==> config.mk <==
export PLATFORM = sky130hd
export DESIGN_NAME = bu9_ctrl
export DESIGN_NICKNAME = d
export VERILOG_FILES = /design/src/hdl/bu9_pkg.sv /design/src/hdl/bu9_ctrl.sv
export SDC_FILE = /design/constraint.sdc
export NUM_CORES = 1
export LEC_CHECK = 0
export ABC_AREA = 1
export CAP_MARGIN = 20
export CORE_AREA = 3 3 40 42
export DETAILED_ROUTE_END_ITERATION = 8
export DIE_AREA = 0 0 43 45
export DONT_BUFFER_PORTS = 1
export PLACE_DENSITY_LB_ADDON = 0.1
export REMOVE_ABC_BUFFERS = 1
export SYNTH_ARGS = -nofsm -noshare
export SYNTH_HDL_FRONTEND = slang
export SYNTH_SLANG_ARGS = --single-unit
==> constraint.sdc <==
create_clock -name clk -period 1.2 [get_ports clk]
set_input_delay 0.12 -clock clk [delete_from_list [all_inputs] [get_ports clk]]
set_output_delay 0.12 -clock clk [all_outputs]
set_load 0.01 [all_outputs]
==> src/hdl/bu9_pkg.sv <==
// bu9_pkg: shared types and constants for the nine-fold bilinear upscaler.
// Used by bu9_ctrl, bu9_dp, bu9_lane, bilinear_upscale_9x_top and tb. No dependencies.

package bu9_pkg;

  localparam int STEPS  = 9;   // interpolation steps per source cell, each direction
  localparam int STEP_W = 4;   // width of a step index / weight (0..9)
  localparam int PIX_W  = 16;

  typedef logic signed [PIX_W-1:0] pix_t;

  // controller -> datapath
  typedef struct packed {
    logic accept;    // input transaction this cycle
    logic top_ld;    // lanes compute upper horizontal row
    logic bot_ld;    // lanes compute lower horizontal row
    logic ul_upd;    // upper-left pixel <= line store read data
    logic left_upd;  // left pixel <= current pixel
    logic ram_wr;    // write current pixel into line store
    logic t_clr;     // restart vertical step
    logic vt_step;   // lanes compute one output row into the output register
  } cmd_t;

  // datapath -> controller
  typedef struct packed {
    logic emit;      // current pixel closes a source cell
    logic out_free;  // output register can take a new row
    logic t_last;    // vertical step is at the last row
  } sts_t;

endpackage

==> src/hdl/bu9_ctrl.sv <==
// bu9_ctrl: sequencing state machine of the upscaler (accept, line store
// access, two horizontal passes, nine vertical rows). Depends on bu9_pkg.

module bu9_ctrl (
  input  logic          clk,
  input  logic          rst_n,
  input  logic          in_valid,
  output logic          in_ready,
  input  bu9_pkg::sts_t sts,
  output bu9_pkg::cmd_t cmd
);

  typedef enum logic [3:0] {
    S_IDLE = 4'b0001,
    S_RD   = 4'b0010,
    S_HB   = 4'b0100,
    S_VT   = 4'b1000
  } state_t;

  state_t state_r;
  state_t state_nxt;

  always_comb begin
    cmd       = '0;
    state_nxt = state_r;
    case (state_r)
      S_IDLE: begin
        if (in_valid) begin
          cmd.accept = 1'b1;
          state_nxt  = S_RD;
        end
      end
      S_RD: begin
        // line store data is out: upper row, store update
        cmd.top_ld = 1'b1;
        cmd.ul_upd = 1'b1;
        cmd.ram_wr = 1'b1;
        if (sts.emit) begin
          state_nxt = S_HB;
        end else begin
          cmd.left_upd = 1'b1;
          state_nxt    = S_IDLE;
        end
      end
      S_HB: begin
        cmd.bot_ld   = 1'b1;
        cmd.left_upd = 1'b1;
        cmd.t_clr    = 1'b1;
        state_nxt    = S_VT;
      end
      S_VT: begin
        if (sts.out_free) begin
          cmd.vt_step = 1'b1;
          if (sts.t_last) begin
            state_nxt = S_IDLE;
          end
        end
      end
      default: begin
        state_nxt = S_IDLE;
      end
    endcase
  end

  always_ff @(posedge clk) begin
    if (!rst_n) begin
      state_r <= S_IDLE;
    end else begin
      state_r <= state_nxt;
    end
  end

  assign in_ready = (state_r == S_IDLE);

endmodule

# Word level (Yosys, flattened, before mapping)
# Cells that the tools add are included.
dict set report totals {
  output_inout_bits 9
  input_bits 6
  regBits 4
  elab_cells 22
}
dict set report classes {
  n_reduce_logical 1
  n_eq_ne 7
  n_mux 13
}
# op count
set op_table {}
lappend op_table {{$pmux W4 S4} 1}
lappend op_table {{$mux W4} 3}
lappend op_table {{$mux W1} 7}
lappend op_table {{$ne A2 B2 Y1 const B} 3}
lappend op_table {{$eq A4 B1 Y1 const B} 1}
lappend op_table {{$eq A4 B2 Y1 const B} 1}
lappend op_table {{$eq A4 B3 Y1 const B} 1}
lappend op_table {{$eq A4 B4 Y1 const B} 1}
lappend op_table {{$mux W3} 1}
lappend op_table {{$reduce_and A3 Y1} 1}
lappend op_table {{$pmux W1 S2} 1}

# Logic depth before layout (Yosys ltp)
# Gate-level depths: netlist of run 1.
dict set report logic_depth {
  ltp_word 3
  depth_mapped 8
  ltp_nobuf 8
}

# Worst setup path after synthesis of run 1
# Ideal clock, no wire load.
dict set report synth_timing {
  kind {reg2out}
  startpoint {register state_r[0]}
  endpoint {output cmd[5] in the netlist's numbering}
  slack_ns 0.258
  stages_incl_launch_ff 5
  t_arrival_ns 0.822
  t_required_ns 1.080
  path_buffers 1
  cell_sequence {dfxtp_1 nor2_1 nand3_2 inv_1 buf_4}
}
# item line_no
set synth_rtl {}
lappend synth_rtl {{start, declared} bu9_ctrl.sv:20} ;# state_t state_r;
lappend synth_rtl {{start signal, assigned} bu9_ctrl.sv:69} ;# state_r <= state_nxt;
lappend synth_rtl {{end, declared} bu9_ctrl.sv:10} ;# output bu9_pkg::cmd_t cmd

==> results.sh, run 1 <==
export IMPL_tritoncts="yes"
export IMPL_cap_violations=0
export IMPL_final_nets=51
export IMPL_start_util_pct=20.2
export IMPL_antenna_left=0
export IMPL_wl_um=564
export IMPL_hp_class="primary input to flop"
export IMPL_finalHoldViolations=0
export IMPL_top_regs="state_r: 4 flops"
export IMPL_ys_ff_latch=4
export IMPL_setup_viol=0
export IMPL_critical_path_class="flop to output pin"
export IMPL_required_ps=1080
export IMPL_cp_cell_sequence="inv_1, nor2_1, nand2_2, clkinv_2, buf_4"
export IMPL_slowest_delay_ps=340
export IMPL_die_x_um=43
export IMPL_postCtsSetupBuffers=0
export IMPL_timing_final_ws_setup_ps=54.8
export IMPL_syn_area_sq_um=259
export IMPL_die_h_um=45
export IMPL_worst_clock_skew_ps=0.141
export IMPL_critPathArrivalTime_ps=1030
export IMPL_design_area_sq_um=310
export IMPL_total_power_mw=0.393
export IMPL_place_congestion=0.659
export IMPL_fill_cells=169
export IMPL_crit_fanout=3
export IMPL_final_util_pct=24.1
export IMPL_cts_max_level=1
export IMPL_topRoutingLayerUsed="met4"
export IMPL_grt_ovfl_total=0
export IMPL_cts_sinks=4
export IMPL_post_place_ws_ps=210
export IMPL_fin_cells=58
export IMPL_ys_types=13
export IMPL_globalRouteTotalUtil_pct=6.57
export IMPL_port_buffers=0
export IMPL_die_area_sq_um=1940
export IMPL_antennaDiodeCount=0
export IMPL_outcome="complete, no violations"
export IMPL_num_rows=13
export IMPL_cts_path_max_buffers=2
export IMPL_insertion_delay_ps=240
export IMPL_p_leak_nw=0.173
export IMPL_yosys_warnings=0
export IMPL_cp_end_kind="output pin"
export IMPL_hold_depth=3
export IMPL_fmax_ghz=0.873
export IMPL_slowest_stage="dfxtp_2"
export IMPL_route_detailed_drc=0
export IMPL_pin_count=15
export IMPL_yosysSeqAreaShare_pct=30.9
export IMPL_ir_worst_vdd_mv=0.326
export IMPL_layout_drive_gt1_share_pct=39.5
export IMPL_final_common_cell="inv_1"
export IMPL_startpoint="state_r[1]"
export IMPL_cp_start_kind="flop"
export IMPL_syn_inst=42
export IMPL_fin_crit_sh_pct=95.4
export IMPL_drt_iter0_drc=0
export IMPL_worst_slew_pin_slew_ps=160
export IMPL_dp_hpwl_um=483
export IMPL_largest_register="state_r"
export IMPL_dpl_cell_area_sq_um=263
export IMPL_ctsHoldBuffers=0
export IMPL_cts_root_buffer="clkbuf_4"
export IMPL_dp_cells=55
export IMPL_mostFrequentLayoutCells="inv_1, nand2_1, nand2_2"
export IMPL_synth_avg_cell_area_sq_um=6.17
export IMPL_met1_length_um=209
export IMPL_worstHoldStart="rst_n"
export IMPL_reg2reg_depth=7
export IMPL_vias_per_cell=4.12
export IMPL_layout_min_cycle_time_ps=1150
export IMPL_wl_per_cell_um=9.72
export IMPL_grt_pass1_wl_um=841
export IMPL_wl_met2_um=249
export IMPL_core_area_sq_um=1280
export IMPL_power_density_nw_per_um2=1270
export IMPL_grt_max_degree=5
export IMPL_slew_violations=0
export IMPL_area_growth_pct=19.8
export IMPL_clkTransAtPathRegs_ps=40
export IMPL_grt_pass1_vias=212
export IMPL_largest_reg_flops=4
export IMPL_cts_buffers=3
export IMPL_dr_pass1_iters=1
export IMPL_antenna_found_initial=0
export IMPL_routed_via_count=239
export IMPL_rr_startpoint="state_r[0]"
export IMPL_relSlewSlack_pct=89.3
export IMPL_wl_met3_um=83
==> cell type report <==
type,count,area [sq um],share of cell area (%)
Tap cell,15,18.8,6.05
Multi-Input combinational cell,24,136,44.0
Inverter,11,42.5,13.7
Sequential cell,4,82.6,26.6
Timing Repair Buffer,1,7.51,2.42
Clock buffer,3,22.5,7.26
==> cell families (layout without fill, tap and decap cells) <==
kind of cell	count (synthesis)	after routing	share of synthesized area [%]
AND/OR/NAND/NOR	23	23	42.0
AO/OA/AOI/OAI	1	1	1.93
flip-flops	4	4	30.9
buffers and inverters	14	15	25.1
==> critical path: cells and delay by family (launching register included) <==
family | cells | cell delay, ps
AND/OR/NAND/NOR | 2 | 190
buffers and inverters | 3 | 250
flip-flops | 1 | 340
==> cells in the mapped netlist <==
cell,number,area [sq um]
a21oi_1,1,5.00
and3_1,1,6.26
buf_4,3,22.5
clkinv_2,1,5.00
dfxtp_1,4,80.1
inv_1,10,37.5
nand2_1,8,30.0
nand2_2,2,12.5
nand3_1,3,15.0
nand3_2,1,10.0
nor2_1,5,18.8
nor2_2,1,6.26
nor3_1,2,10.0
==> worst paths after layout <==
check,to,slack (ps)
hold reg to reg,state_r[3],570
setup / recovery,cmd[2],50
hold / removal,state_r[0],40
setup reg to reg,state_r[0],220
==> power breakdown <==
part | internal [mW] | total, mW | switching (mW)
Clock | 0.112 | 0.167 | 0.0553
Sequential | 0.142 | 0.150 | 0.00768
Combinational | 0.0252 | 0.0760 | 0.0508
==> through the flow <==
| step | TNS [ps] | hold slack [ps] |
|---|---|---|
| after global placement | 0 | 289 |
| after floorplan | 0 | 266 |
| after detailed placement | 0 | 287 |
| after global routing | -4.11 | 46.8 |
| after CTS | 0 | 40.3 |
| final | 0 | 39.6 |
==> timing repair <==
item / in CTS / in global routing
resized for setup: 2 / 8
pin swaps: 0 / 1
endpoints found under the setup margin: 3 / 8
endpoints found under the hold margin: 0 / 0
==> metal layers <==
metal / track usage (%) / up-vias
met2: 8.98 / 16
met4: 10.8 / 0
met5: 0 / -
li1: - / 123
met3: 3.59 / 3
met1: 5.29 / 97
Power figures use the tool's default switching activity.
==> run 2: changes to the inputs <==
- PLACE_DENSITY: default -> 0.38
- PLACE_DENSITY_LB_ADDON: 0.1 -> default
==> run 2 against run 1 <==
Against the previous run: sequential share of layout area rose by 0.44 points; clock power is 4% lower; highest routed layer is now met3; sequential power about the same; die area unchanged; utilization fell by 0.39 points; clock skew is 1.6 ps higher; largest power group unchanged; routed wire length fell by 15%; final area decreased by 1.6%; worst hold slack better by 18 ps; maximum frequency rose by 1.2%.
==> results.sh, run 2 (synthesized netlist as in run 1, its figures left out) <==
export IMPL_dr_pass1_iters=2
export IMPL_cp_start_kind="flop"
export IMPL_antennaDiodeCount=0
export IMPL_rr_startpoint="state_r[3]"
export IMPL_p_sw_mw=0.106
export IMPL_clkTransAtPathRegs_ps=40
export IMPL_crit_fanout=3
export IMPL_grt_pass1_vias=211
export IMPL_required_ps=1080
export IMPL_drt_iter0_drc=1
export IMPL_route_detailed_drc=0
export IMPL_tritoncts="yes"
export IMPL_cts_path_max_buffers=2
export IMPL_dpl_cell_area_sq_um=263
export IMPL_cts_buffers=3
export IMPL_area_growth_pct=17.9
export IMPL_fin_crit_sh_pct=94.3
export IMPL_r2r_end="state_r[0]"
export IMPL_setup_viol=0
export IMPL_core_area_sq_um=1280
export IMPL_globalRouteTotalUtil_pct=5.74
export IMPL_largest_register="state_r"
export IMPL_place_congestion=0.692
export IMPL_grt_pass1_wl_um=772
export IMPL_dp_cells=55
export IMPL_design_area_sq_um=305
export IMPL_port_buffers=0
export IMPL_pin_count=15
export IMPL_worst_clock_skew_ps=1.77
export IMPL_cap_violations=0
export IMPL_wl_um=482
export IMPL_layout_min_cycle_time_ps=1130
export IMPL_crit_buf_inv=2
export IMPL_rrSetupSlack_ps=210
export IMPL_crit_cells=4
export IMPL_insertion_delay_ps=230
export IMPL_fill_cells=150
export IMPL_dp_hpwl_um=423
export IMPL_final_common_cell="inv_1"
export IMPL_critPathTopFamily="flip-flops"
export IMPL_grt_max_degree=5
export IMPL_ir_worst_vdd_mv=0.187
export IMPL_worstSetupEndpoint="cmd[2]"
export IMPL_layout_drive_gt1_share_pct=39.5
export IMPL_outcome="complete, no violations"
export IMPL_critical_path_class="flop to output pin"
export IMPL_cp_end_kind="output pin"
export IMPL_p_int_mw=0.278
export IMPL_vias_per_cell=4.02
export IMPL_swShare_pct=27.5
export IMPL_power_density_nw_per_um2=1260
export IMPL_slew_violations=0
export IMPL_timing_final_ws_setup_ps=67.9
export IMPL_power_frac_comb_pct=19.0
export IMPL_cts_max_level=1
export IMPL_startpoint="state_r[2]"
export IMPL_fmax_ghz=0.883
export IMPL_slowest_delay_ps=400
export IMPL_fin_cells=58
export IMPL_cts_root_buffer="clkbuf_4"
export IMPL_critPathArrivalTime_ps=1010
export IMPL_die_x_um=43
export IMPL_grt_ovfl_total=0
export IMPL_antenna_found_initial=0
export IMPL_reg2reg_depth=7
export IMPL_post_place_ws_ps=194
export IMPL_largest_reg_flops=4
export IMPL_die_area_sq_um=1940
export IMPL_cts_sinks=4
export IMPL_slowest_stage="dfxtp_1"
export IMPL_final_nets=51
export IMPL_p_seq_share_pct=39.4
export IMPL_num_rows=13
export IMPL_mostFrequentLayoutCells="inv_1, nand2_1, nor2_2"
export IMPL_die_h_um=45
export IMPL_routed_via_count=233
export IMPL_p_leak_nw=0.172
export IMPL_hp_class="primary input to flop"
export IMPL_worst_slew_pin_slew_ps=181
export IMPL_wl_per_cell_um=8.31
export IMPL_rsz0062_at_grt="yes"
export IMPL_start_util_pct=20.2
export IMPL_cp_cell_sequence="nor2_4, nand2_2, clkinv_2, buf_4"
export IMPL_fin_tns_setup_ps=0
export IMPL_finalHoldViolations=0
export IMPL_top_regs="state_r: 4 flops"
export IMPL_ctsHoldBuffers=0
export IMPL_clock_power_share_pct=41.7
export IMPL_final_util_pct=23.8
export IMPL_antenna_left=0
export IMPL_relSlewSlack_pct=87.9
==> run 2: repair_timing <==
action,CTS,global route
setup buffers,0,0
setup endpoints to repair,0,8
resized for setup,0,9
hold endpoints to repair,0,0
==> run 2: routing by layer <==
layer | global-route usage (%) | share of wire [%] | wire length [um]
met1 | 6.71 | 45 | 219
met2 | 7.19 | 45 | 217
met3 | 1.99 | 9.3 | 45
met4 | 7.23 | 0 | 0
met5 | 0 | 0 | 0
==> run 2: metrics by stage <==
stage	hold WS (ps)	total power [mW]
after global routing	56.0	0.419
after floorplan	266	0.203
final	57.2	0.384
after detailed placement	293	0.215
after CTS	51.0	0.381
after global placement	292	0.216
==> run 2: power groups by stage <==
stage / registers (mW) / logic [mW] / clock network (mW)
6_report: 0.151 / 0.0728 / 0.160
5_1_grt: 0.152 / 0.0848 / 0.183
4_1_cts: 0.147 / 0.0669 / 0.167
3_5_place_dp: 0.149 / 0.0667 / 0
3_3_place_gp: 0.148 / 0.0678 / 0
2_1_floorplan: 0.148 / 0.0548 / 0
==> run 2: worst min path at each step <==
stage,from,slack (ps),end,cells after the start
after floorplan,rst_n,270,state_r[0],3
after detailed placement,rst_n,290,state_r[0],3
after global routing,sts[2],60,state_r[2],2
after global placement,rst_n,290,state_r[0],3
final,rst_n,60,state_r[3],2
after CTS,rst_n,50,state_r[0],3
==> run 2: layout make-up <==
cell class	instances	area, sq um	area share (%)
flip-flops and latches	4	82.6	27.0
repair buffers	1	7.51	2.46
clock buffers	3	22.5	7.38
inverters	11	42.5	13.9
multi-input cells	24	131	43.0
well taps	15	18.8	6.15
